## src/hdl/assert_macros.svh

```systemverilog
// Assertion macros shared by the RTL files of the hasher.
`ifndef ASSERT_MACROS_SVH
`define ASSERT_MACROS_SVH
// Implication checked on every clock edge outside reset.
`define ASSERT_IMPLIES(label, clk, rst_n, ante, cons, msg) \
    label: assert property (@(posedge clk) disable iff (!rst_n) (ante) |-> (cons)) \
        else $error(msg);
// Next-cycle implication checked outside reset.
`define ASSERT_NEXT(label, clk, rst_n, ante, cons, msg) \
    label: assert property (@(posedge clk) disable iff (!rst_n) (ante) |=> (cons)) \
        else $error(msg);
`endif

```

## src/hdl/md5_pkg.sv

```systemverilog
// Package with MD5 constants, tables and round helpers.
package md5_pkg;
    localparam logic [31:0] INIT_A = 32'h67452301;
    localparam logic [31:0] INIT_B = 32'hefcdab89;
    localparam logic [31:0] INIT_C = 32'h98badcfe;
    localparam logic [31:0] INIT_D = 32'h10325476;
    localparam int unsigned BLOCK_BYTES = 64;
    localparam logic [5:0] LEN_POS = 6'd56;
    localparam logic [7:0] PAD_BYTE = 8'h80;

    typedef struct packed {
        logic [31:0] a;
        logic [31:0] b;
        logic [31:0] c;
        logic [31:0] d;
    } chain_t;

    typedef struct packed {
        logic start;
        logic busy;
        logic done;
    } core_ctl_t;

    function automatic logic [31:0] round_const(input logic [5:0] i);
        logic [31:0] k;
        begin
            case (i)
                6'd0: k = 32'hd76aa478; 6'd1: k = 32'he8c7b756;
                6'd2: k = 32'h242070db; 6'd3: k = 32'hc1bdceee;
                6'd4: k = 32'hf57c0faf; 6'd5: k = 32'h4787c62a;
                6'd6: k = 32'ha8304613; 6'd7: k = 32'hfd469501;
                6'd8: k = 32'h698098d8; 6'd9: k = 32'h8b44f7af;
                6'd10: k = 32'hffff5bb1; 6'd11: k = 32'h895cd7be;
                6'd12: k = 32'h6b901122; 6'd13: k = 32'hfd987193;
                6'd14: k = 32'ha679438e; 6'd15: k = 32'h49b40821;
                6'd16: k = 32'hf61e2562; 6'd17: k = 32'hc040b340;
                6'd18: k = 32'h265e5a51; 6'd19: k = 32'he9b6c7aa;
                6'd20: k = 32'hd62f105d; 6'd21: k = 32'h02441453;
                6'd22: k = 32'hd8a1e681; 6'd23: k = 32'he7d3fbc8;
                6'd24: k = 32'h21e1cde6; 6'd25: k = 32'hc33707d6;
                6'd26: k = 32'hf4d50d87; 6'd27: k = 32'h455a14ed;
                6'd28: k = 32'ha9e3e905; 6'd29: k = 32'hfcefa3f8;
                6'd30: k = 32'h676f02d9; 6'd31: k = 32'h8d2a4c8a;
                6'd32: k = 32'hfffa3942; 6'd33: k = 32'h8771f681;
                6'd34: k = 32'h6d9d6122; 6'd35: k = 32'hfde5380c;
                6'd36: k = 32'ha4beea44; 6'd37: k = 32'h4bdecfa9;
                6'd38: k = 32'hf6bb4b60; 6'd39: k = 32'hbebfbc70;
                6'd40: k = 32'h289b7ec6; 6'd41: k = 32'heaa127fa;
                6'd42: k = 32'hd4ef3085; 6'd43: k = 32'h04881d05;
                6'd44: k = 32'hd9d4d039; 6'd45: k = 32'he6db99e5;
                6'd46: k = 32'h1fa27cf8; 6'd47: k = 32'hc4ac5665;
                6'd48: k = 32'hf4292244; 6'd49: k = 32'h432aff97;
                6'd50: k = 32'hab9423a7; 6'd51: k = 32'hfc93a039;
                6'd52: k = 32'h655b59c3; 6'd53: k = 32'h8f0ccc92;
                6'd54: k = 32'hffeff47d; 6'd55: k = 32'h85845dd1;
                6'd56: k = 32'h6fa87e4f; 6'd57: k = 32'hfe2ce6e0;
                6'd58: k = 32'ha3014314; 6'd59: k = 32'h4e0811a1;
                6'd60: k = 32'hf7537e82; 6'd61: k = 32'hbd3af235;
                6'd62: k = 32'h2ad7d2bb; 6'd63: k = 32'heb86d391;
                default: k = 32'h0;
            endcase
            return k;
        end
    endfunction

    function automatic logic [4:0] rot_amount(input logic [5:0] i);
        logic [4:0] r;
        begin
            case ({i[5:4], i[1:0]})
                4'd0: r = 5'd7;  4'd1: r = 5'd12; 4'd2: r = 5'd17; 4'd3: r = 5'd22;
                4'd4: r = 5'd5;  4'd5: r = 5'd9;  4'd6: r = 5'd14; 4'd7: r = 5'd20;
                4'd8: r = 5'd4;  4'd9: r = 5'd11; 4'd10: r = 5'd16; 4'd11: r = 5'd23;
                4'd12: r = 5'd6; 4'd13: r = 5'd10; 4'd14: r = 5'd15; 4'd15: r = 5'd21;
                default: r = 5'd0;
            endcase
            return r;
        end
    endfunction

    // Index of the message word that a round reads.
    function automatic logic [3:0] word_index(input logic [5:0] i);
        logic [3:0] g;
        begin
            case (i[5:4])
                2'd0: g = i[3:0];
                2'd1: g = 4'(5 * i[3:0] + 1);
                2'd2: g = 4'(3 * i[3:0] + 5);
                default: g = 4'(7 * i[3:0]);
            endcase
            return g;
        end
    endfunction
endpackage

```

## src/hdl/md5_ram.sv

```systemverilog
// Generic simple dual-port RAM (one write port, one read port) with registered read.
module md5_ram #(
    parameter int WIDTH = 8,
    parameter int DEPTH = 64
) (
    input  logic                     clk,
    input  logic                     we,
    input  logic [$clog2(DEPTH)-1:0] waddr,
    input  logic [WIDTH-1:0]         wdata,
    input  logic [$clog2(DEPTH)-1:0] raddr,
    output logic [WIDTH-1:0]         rdata
);
    logic [WIDTH-1:0] mem [DEPTH];

    always_ff @(posedge clk)
    begin
        if (we)
        begin
            mem[waddr] <= wdata;
        end
        rdata <= mem[raddr];
    end
endmodule

```

## src/hdl/md5_core.sv

```systemverilog
// Compression unit: one MD5 round per cycle on a shared adder path.
module md5_core (
    input  logic                  clk,
    input  logic                  rst_n,
    input  logic                  start,
    input  md5_pkg::chain_t       chain_in,
    output logic [5:0]            word_sel,
    input  logic [31:0]           word_data,
    output md5_pkg::chain_t       chain_out,
    output md5_pkg::core_ctl_t    ctl
);
    import md5_pkg::*;
    `include "assert_macros.svh"

    typedef enum logic [1:0] {S_IDLE, S_RUN, S_ADD} state_t;

    state_t      state_reg;
    logic [5:0]  round_reg;
    logic        done_reg;
    logic [31:0] a_reg, b_reg, c_reg, d_reg;
    logic [31:0] f_val, t_val, rot_val, b_next;
    logic [5:0]  rd_round;

    // The message word for round i is addressed in the cycle before round i.
    assign rd_round = (state_reg == S_RUN) ? round_reg + 6'd1 : 6'd0;
    assign word_sel = {word_index(rd_round), 2'b00}; // word address in words*4 units

    always_comb
    begin
        case (round_reg[5:4])
            2'd0: f_val = (b_reg & c_reg) | (~b_reg & d_reg);
            2'd1: f_val = (b_reg & d_reg) | (c_reg & ~d_reg);
            2'd2: f_val = b_reg ^ c_reg ^ d_reg;
            default: f_val = c_reg ^ (b_reg | ~d_reg);
        endcase
        t_val = a_reg + f_val + word_data + round_const(round_reg);
        rot_val = (t_val << rot_amount(round_reg)) | (t_val >> (6'd32 - 6'(rot_amount(round_reg))));
        b_next = b_reg + rot_val;
    end

    always_ff @(posedge clk or negedge rst_n)
    begin
        if (!rst_n)
        begin
            state_reg <= S_IDLE;
            round_reg <= '0;
            done_reg  <= 1'b0;
        end
        else
        begin
            done_reg <= 1'b0;
            case (state_reg)
                S_IDLE:
                begin
                    round_reg <= '0;
                    if (start)
                    begin
                        a_reg <= chain_in.a;
                        b_reg <= chain_in.b;
                        c_reg <= chain_in.c;
                        d_reg <= chain_in.d;
                        state_reg <= S_RUN;
                    end
                end
                S_RUN:
                begin
                    a_reg <= d_reg;
                    d_reg <= c_reg;
                    c_reg <= b_reg;
                    b_reg <= b_next;
                    round_reg <= round_reg + 6'd1;
                    if (round_reg == 6'd63)
                    begin
                        state_reg <= S_ADD;
                    end
                end
                S_ADD:
                begin
                    chain_out.a <= chain_in.a + a_reg;
                    chain_out.b <= chain_in.b + b_reg;
                    chain_out.c <= chain_in.c + c_reg;
                    chain_out.d <= chain_in.d + d_reg;
                    done_reg  <= 1'b1;
                    state_reg <= S_IDLE;
                end
                default: state_reg <= S_IDLE;
            endcase
        end
    end

    assign ctl.start = start;
    assign ctl.busy  = (state_reg != S_IDLE);
    assign ctl.done  = done_reg;

    `ASSERT_NEXT(a_done_idle, clk, rst_n, done_reg, state_reg == S_IDLE, "done while busy")
    `ASSERT_IMPLIES(a_start_idle, clk, rst_n, start, state_reg == S_IDLE, "start while busy")
    `ASSERT_NEXT(a_last_round, clk, rst_n, state_reg == S_RUN && round_reg == 6'd63,
        state_reg == S_ADD, "round count slip")
endmodule

```

## src/hdl/md5_message_digest_top.sv

```systemverilog
// Top level of the streaming MD5 hasher: byte loader, padding sequencer and core.
// A plain byte is accepted while idle; the 64th byte of a block starts a compression, during which no input is taken.
// A message end pads one byte per cycle (held while a filled block compresses) up to
// byte 56, then appends 8 length bytes and compresses before the digest appears.
// The round unit does one of 64 rounds per cycle, which sets the block cost.
// Reset (rst_n low) restores the initial chaining words and clears the count.
module md5_message_digest_top (
    input  logic        clk,
    input  logic        rst_n,
    input  logic        in_valid,
    output logic        in_ready,
    input  logic [7:0]  data_byte,
    input  logic        byte_present,
    input  logic        message_end,
    output logic        out_valid,
    input  logic        out_ready,
    output logic [63:0] digest_first,
    output logic [63:0] digest_second
);
    import md5_pkg::*;
    `include "assert_macros.svh"

    typedef enum logic [2:0] {S_IDLE, S_PAD, S_LEN, S_COMP, S_OUT} state_t;

    state_t      state_reg;
    logic [5:0]  fill_reg;
    logic [63:0] count_reg;
    logic [63:0] len_reg;
    logic        ending_reg;
    chain_t      chain_reg;
    state_t      after_reg;

    logic        we;
    logic [5:0]  waddr;
    logic [7:0]  wdata;
    logic [5:0]  word_sel;
    logic [5:0]  raddr;
    logic [7:0]  b0, b1, b2, b3;
    logic [31:0] word_data;
    logic        core_start;
    chain_t      core_out;
    core_ctl_t   ctl;

    // Four byte-lane RAMs so one 32-bit word is read at once from a single address.
    assign raddr = word_sel;
    md5_ram #(.WIDTH(8), .DEPTH(16)) u_ram0 (.clk, .we(we && waddr[1:0] == 2'd0),
        .waddr(waddr[5:2]), .wdata, .raddr(raddr[5:2]), .rdata(b0));
    md5_ram #(.WIDTH(8), .DEPTH(16)) u_ram1 (.clk, .we(we && waddr[1:0] == 2'd1),
        .waddr(waddr[5:2]), .wdata, .raddr(raddr[5:2]), .rdata(b1));
    md5_ram #(.WIDTH(8), .DEPTH(16)) u_ram2 (.clk, .we(we && waddr[1:0] == 2'd2),
        .waddr(waddr[5:2]), .wdata, .raddr(raddr[5:2]), .rdata(b2));
    md5_ram #(.WIDTH(8), .DEPTH(16)) u_ram3 (.clk, .we(we && waddr[1:0] == 2'd3),
        .waddr(waddr[5:2]), .wdata, .raddr(raddr[5:2]), .rdata(b3));
    assign word_data = {b3, b2, b1, b0};

    md5_core u_core (
        .clk, .rst_n, .start(core_start), .chain_in(chain_reg), .word_sel,
        .word_data, .chain_out(core_out), .ctl
    );

    assign in_ready = (state_reg == S_IDLE);
    assign out_valid = (state_reg == S_OUT);
    assign waddr = fill_reg;

    always_comb
    begin
        we = 1'b0;
        wdata = data_byte;
        case (state_reg)
            S_IDLE:
            begin
                we = in_valid && byte_present;
            end
            S_PAD:
            begin
                we = 1'b1;
                wdata = ending_reg ? PAD_BYTE : 8'h00;
            end
            S_LEN:
            begin
                we = 1'b1;
                wdata = len_reg[7:0];
            end
            default: we = 1'b0;
        endcase
    end

    assign core_start = we && (fill_reg == 6'd63);

    always_ff @(posedge clk or negedge rst_n)
    begin
        if (!rst_n)
        begin
            state_reg  <= S_IDLE;
            after_reg  <= S_IDLE;
            fill_reg   <= '0;
            count_reg  <= '0;
            ending_reg <= 1'b0;
            chain_reg  <= '{INIT_A, INIT_B, INIT_C, INIT_D};
        end
        else
        begin
            if (we)
            begin
                fill_reg <= fill_reg + 6'd1;
            end
            case (state_reg)
                S_IDLE:
                begin
                    if (in_valid)
                    begin
                        len_reg <= count_reg + (byte_present ? 64'd8 : 64'd0);
                        if (byte_present)
                        begin
                            count_reg <= count_reg + 64'd8;
                        end
                        ending_reg <= 1'b1;
                        if (core_start)
                        begin
                            state_reg <= S_COMP;
                            after_reg <= message_end ? S_PAD : S_IDLE;
                        end
                        else if (message_end)
                        begin
                            state_reg <= S_PAD;
                        end
                    end
                end
                S_PAD:
                begin
                    ending_reg <= 1'b0;
                    if (fill_reg == 6'd63)
                    begin
                        state_reg <= S_COMP;
                        after_reg <= S_PAD;
                    end
                    else if (fill_reg == LEN_POS - 6'd1)
                    begin
                        state_reg <= S_LEN;
                    end
                end
                S_LEN:
                begin
                    len_reg <= {8'h00, len_reg[63:8]};
                    if (fill_reg == 6'd63)
                    begin
                        state_reg <= S_COMP;
                        after_reg <= S_OUT;
                    end
                end
                S_COMP:
                begin
                    if (ctl.done)
                    begin
                        chain_reg <= core_out;
                        state_reg <= after_reg;
                    end
                end
                S_OUT:
                begin
                    if (out_ready)
                    begin
                        state_reg <= S_IDLE;
                        chain_reg <= '{INIT_A, INIT_B, INIT_C, INIT_D};
                        count_reg <= '0;
                        fill_reg  <= '0;
                    end
                end
                default: state_reg <= S_IDLE;
            endcase
        end
    end

    function automatic logic [31:0] bswap(input logic [31:0] w);
        return {w[7:0], w[15:8], w[23:16], w[31:24]};
    endfunction

    assign digest_first  = {bswap(chain_reg.a), bswap(chain_reg.b)};
    assign digest_second = {bswap(chain_reg.c), bswap(chain_reg.d)};

    `ASSERT_IMPLIES(a_out_not_busy, clk, rst_n, out_valid, !ctl.busy, "digest while compressing")
    `ASSERT_IMPLIES(a_len_at_56, clk, rst_n, state_reg == S_LEN, fill_reg >= LEN_POS,
        "length outside tail")
    `ASSERT_IMPLIES(a_comp_busy, clk, rst_n, core_start, !ctl.busy, "start while busy")
endmodule

```

## config.mk

```make
export PLATFORM = sky130hd
export DESIGN_NAME = md5_message_digest_top
export DESIGN_NICKNAME = d
export VERILOG_FILES = /design/src/hdl/md5_pkg.sv /design/src/hdl/md5_ram.sv /design/src/hdl/md5_core.sv /design/src/hdl/md5_message_digest_top.sv
export VERILOG_INCLUDE_DIRS = /design/src /design/src/hdl
export SDC_FILE = /design/constraint.sdc
export NUM_CORES = 2
export LEC_CHECK = 0
export BUFFER_PORTS_ARGS = -buffer_cell sky130_fd_sc_hd__buf_2
export CAP_MARGIN = 20
export CORE_UTILIZATION = 40
export CTS_BUF_LIST = sky130_fd_sc_hd__clkbuf_2 sky130_fd_sc_hd__clkbuf_4 sky130_fd_sc_hd__clkbuf_8
export DETAILED_ROUTE_END_ITERATION = 10
export PLACE_DENSITY_LB_ADDON = 0.12
export RECOVER_POWER = 100
export SYNTH_ARGS = -nofsm -noshare
export SYNTH_HDL_FRONTEND = slang
export SYNTH_SLANG_ARGS = --single-unit
```

## constraint.sdc

```tcl
create_clock -name clk -period 15.6 [get_ports clk]
set_input_delay 3.12 -clock clk [delete_from_list [all_inputs] [get_ports clk]]
set_output_delay 3.12 -clock clk [all_outputs]
set_load 0.1 [all_outputs]
```

==> results.json <==
{
  "worst_skew_pair.late_latency_ns": 0.92,
  "share_of_cells_above_drive_strength_1_pct": 11.88,
  "worstHoldPathCells": 2,
  "inserted_clock_buffers": 185,
  "type_of_the_worst_min_delay_path": "flop to flop",
  "synth_enable_flop_cells": 832,
  "globalRouteOverflowTotal": 0,
  "cp.required_ns": 16.10,
  "most_used_cells_in_the_layout_excluding_fill_and_tap_cells": "sky130_fd_sc_hd__nand2_1 (884), sky130_fd_sc_hd__edfxtp_1 (832), sky130_fd_sc_hd__o21ai_0 (441)",
  "grt_pass1_vias": 44870,
  "maximum_single_stage_delay_on_the_critical_path_ns": 0.87,
  "cp-end-kind": "flop",
  "synth.yosys.seq_area_share_pct": 50.35,
  "routed_via_density": 5.733,
  "place_worst_setup_slack_ns": 4.382,
  "worstSetupStartpointType": "flop",
  "final-max-slew-violation-count": 1544,
  "r2r_setup_slack_ns": 3.56,
  "layout_commonest_cell": "sky130_fd_sc_hd__nand2_1",
  "slowest_stage": "sky130_fd_sc_hd__ha_1",
  "place.port_buffers": 143,
  "violated_checks": "capacitance limit, slew limit",
  "dr_total_vias": 45890,
  "floorplan.io_pins": 144,
  "layout.filler_cells": 14600,
  "detail_route.wl_per_cell_microns": 25.98,
  "synth.net_count": 6017,
  "cp_num_buf_inv": 4,
  "final_antenna_net_count": 0,
  "number_of_detailed_route_iterations_in_the_first_pass": 6,
  "synth_largest_area_cell": "sky130_fd_sc_hd__edfxtp_1",
  "cts_hold_buffers": 0,
  "cts.sinks": 1074,
  "cpLargestDelayFamily": "compound AO/OA/AOI/OAI gates",
  "setup_slack_ns": 3.561,
  "fp.dieW_microns": 394.1,
  "grt_start_max_net_pins": 129,
  "dpl.hpwl_microns": 148100,
  "regToRegEndpoint": "u_core.b_reg[30]$_DFFE_PP_",
  "finalCriticalPeriod_ns": 12.04,
  "finalSetupViolCount": 0,
  "post_synthesis_instance_area_sq_um": 61490,
  "synth_largest_type_area_fraction_pct": 40.63,
  "postRouteWirelength_microns": 208000,
  "synth-seq-cells": 1074,
  "peak_supply_drop_mv": 0.1184,
  "outcome": "complete, but fails checks",
  "syn_inst": 5714,
  "placement_rows": 143,
  "clock_skew_ns": 0.06620,
  "worst-slew-pin-transition_ns": 6.063,
  "timing.max_cap.violations": 27,
  "total_leakage_power_uw": 0.02490,
  "crit_path_max_fanout": 21,
  "synth-warning-count": 0,
  "nets": 6117,
  "gp_routability_congestion": 0.9589,
  "core_area_sq_um": 152300,
  "critical_path_arrival_ns": 12.53,
  "synthDistinctLibCells": 101,
  "tns_ns": 0,
  "synth_area_per_cell_sq_um": 10.76,
  "r2r_start": "u_core.round_reg[1]$_DFFE_PN0P_",
  "maxSlewHeadroom_pct": -304.2,
  "min_from": "u_core.chain_out[50]$_DFFE_PP_",
  "grt_setup_unrepaired": "false",
  "cts-root-buf": "sky130_fd_sc_hd__clkbuf_8",
  "final_cell_count_no_fill": 8005,
  "timing_hold_violations_final": 0,
  "antenna_violations_before_repair": 8,
  "detailedRoute.firstIterationViolations": 3661,
  "final.period_utilization_pct": 77.17,
  "crit_path_frequent_cell": "sky130_fd_sc_hd__a21oi_1",
  "groute.usage.overall_pct": 26.32,
  "criticalPathCategory": "flop to flop",
  "reg2regPathDepth": 37,
  "timing.fmax_mhz": 83.06,
  "floorplan.die.height_microns": 394.1,
  "worstHoldEndpoint": "digest_second[42]$_DFFE_PN0P_",
  "async_set_or_reset_flop_fraction_in_the_synthesized_netlist_pct": 19.55,
  "floorplan.die_area_sq_um": 155300,
  "drcViolationCount": 0,
  "post_cts_repair_timing_setup_buffer_count": 0,
  "post_cts_resized": 0,
  "htree_levels": 4,
  "global_route_wire_length_before_repair_microns": 303900,
  "power_per_cell_area_nw_per_um2": 166.8,
  "areaGrowthSynthToFinish_pct": 10.44,
  "cts_tree": "built",
  "share_of_the_core_filled_with_cells_in_the_final_layout_pct": 44.60,
  "synth_ff_type": "sky130_fd_sc_hd__edfxtp_1",
  "dp_cells": 7656,
  "clock_path_buffers": 3,
  "clk_transition_reported_paths_ns": 0.06,
  "floorplan.initialDensity_pct": 40.38,
  "yosys-top-cells-area": "sky130_fd_sc_hd__edfxtp_1 (41%), sky130_fd_sc_hd__dfrtp_1 (5.9%), sky130_fd_sc_hd__nand2_1 (5.4%), sky130_fd_sc_hd__mux4_2 (5.3%), sky130_fd_sc_hd__ha_1 (4.5%)"
}
layer usage:
layer | track usage [%] | share of wire, % | vias up
li1 | - | - | 21130
met1 | 35.32 | 43 | 22940
met2 | 42.62 | 47 | 1422
met3 | 3.567 | 5.0 | 396
met4 | 11.26 | 4.7 | 2
met5 | 0 | 0.0082 | -
worst max path at each step:
| stage | cells past startpoint | end | from |
|---|---|---|---|
| 2_1_floorplan | 6 | u_core.a_reg[0]$_DFFE_PP_ | byte_present |
| 3_3_place_gp | 34 | u_core.b_reg[31]$_DFFE_PP_ | u_core.round_reg[1]$_DFFE_PN0P_ |
| 3_5_place_dp | 36 | u_core.b_reg[31]$_DFFE_PP_ | u_core.round_reg[1]$_DFFE_PN0P_ |
| 4_1_cts | 38 | u_core.b_reg[30]$_DFFE_PP_ | u_core.round_reg[1]$_DFFE_PN0P_ |
| 5_1_grt | 3 | digest_first[44]$_DFFE_PN0P_ | rst_n |
| 6_report | 37 | u_core.b_reg[30]$_DFFE_PP_ | u_core.round_reg[1]$_DFFE_PN0P_ |
power by group:
part           internal, uW  switching [uW]  total, uW
clock                  1480            1210       2690
combinational          1690            3160       4850
sequential             3640             147       3780
total                  6810            4520      11300
kinds of logic after synthesis:
logic type / count (synthesis) / share of synthesized area, %
XOR/XNOR: 328 / 4.684
buffers and inverters: 567 / 3.598
AND/OR/NAND/NOR: 1774 / 12.67
multiplexers: 276 / 7.492
flip-flops: 1074 / 50.35
adder cells (fa/ha/maj): 319 / 7.212
AO/OA/AOI/OAI: 1376 / 13.99
through the flow:
| step | instance area, sq um | hold slack [ns] | total power (uW) |
|---|---|---|---|
| final | 67910 | 0.4019 | 11330 |
| after detailed placement | 64360 | 0.4239 | 8607 |
| after global routing | 67900 | 0.4327 | 11950 |
| after CTS | 68250 | 0.4060 | 11340 |
| after global placement | 64360 | 0.4178 | 8606 |
| after floorplan | 61490 | 0.4158 | 7127 |
cells in the mapped netlist (29+ instances only):
cell type	number
sky130_fd_sc_hd__a211oi_1	80
sky130_fd_sc_hd__a21o_1	70
sky130_fd_sc_hd__a21oi_1	338
sky130_fd_sc_hd__a31oi_1	101
sky130_fd_sc_hd__and2_1	29
sky130_fd_sc_hd__and3_1	53
sky130_fd_sc_hd__buf_1	35
sky130_fd_sc_hd__buf_2	34
sky130_fd_sc_hd__clkbuf_1	228
sky130_fd_sc_hd__dfrtp_1	146
sky130_fd_sc_hd__dfstp_2	64
sky130_fd_sc_hd__dfxtp_1	32
sky130_fd_sc_hd__edfxtp_1	832
sky130_fd_sc_hd__fa_1	69
sky130_fd_sc_hd__ha_1	220
sky130_fd_sc_hd__inv_1	255
sky130_fd_sc_hd__maj3_1	30
sky130_fd_sc_hd__mux2_2	34
sky130_fd_sc_hd__mux2i_1	98
sky130_fd_sc_hd__mux4_2	144
sky130_fd_sc_hd__nand2_1	884
sky130_fd_sc_hd__nand2b_1	32
sky130_fd_sc_hd__nand3_1	125
sky130_fd_sc_hd__nand4_1	49
sky130_fd_sc_hd__nor2_1	373
sky130_fd_sc_hd__nor2b_1	68
sky130_fd_sc_hd__nor3_1	71
sky130_fd_sc_hd__o211ai_1	33
sky130_fd_sc_hd__o21a_1	31
sky130_fd_sc_hd__o21ai_0	446
sky130_fd_sc_hd__o21bai_1	30
sky130_fd_sc_hd__o221a_2	31
sky130_fd_sc_hd__or3_1	40
sky130_fd_sc_hd__xnor2_1	185
sky130_fd_sc_hd__xor2_1	142
final cells by class:
cell class | instances | area, sq um | area share (%)
Inverter | 260 | 975.9 | 1.437
Clock buffer | 292 | 3462 | 5.098
Antenna cell | 6 | 15.01 | 0.02211
Sequential cell | 1074 | 30970 | 45.61
Timing Repair Buffer | 220 | 1050 | 1.546
Clock inverter | 50 | 432.9 | 0.6375
Tap cell | 2030 | 2540 | 3.740
Multi-Input combinational cell | 4073 | 28460 | 41.91
worst reg2reg max path: cells and delay by family, from the launching register on:
kind,cells,cell delay (ns)
AO/OA/AOI/OAI,19,4.61
XOR/XNOR,1,0.10
adder cells (fa/ha/maj),5,2.53
buffers and inverters,4,0.99
flip-flops,1,0.84
multiplexers,2,0.81
AND/OR/NAND/NOR,6,1.75
No activity file was read; power rests on OpenSTA's default activity.
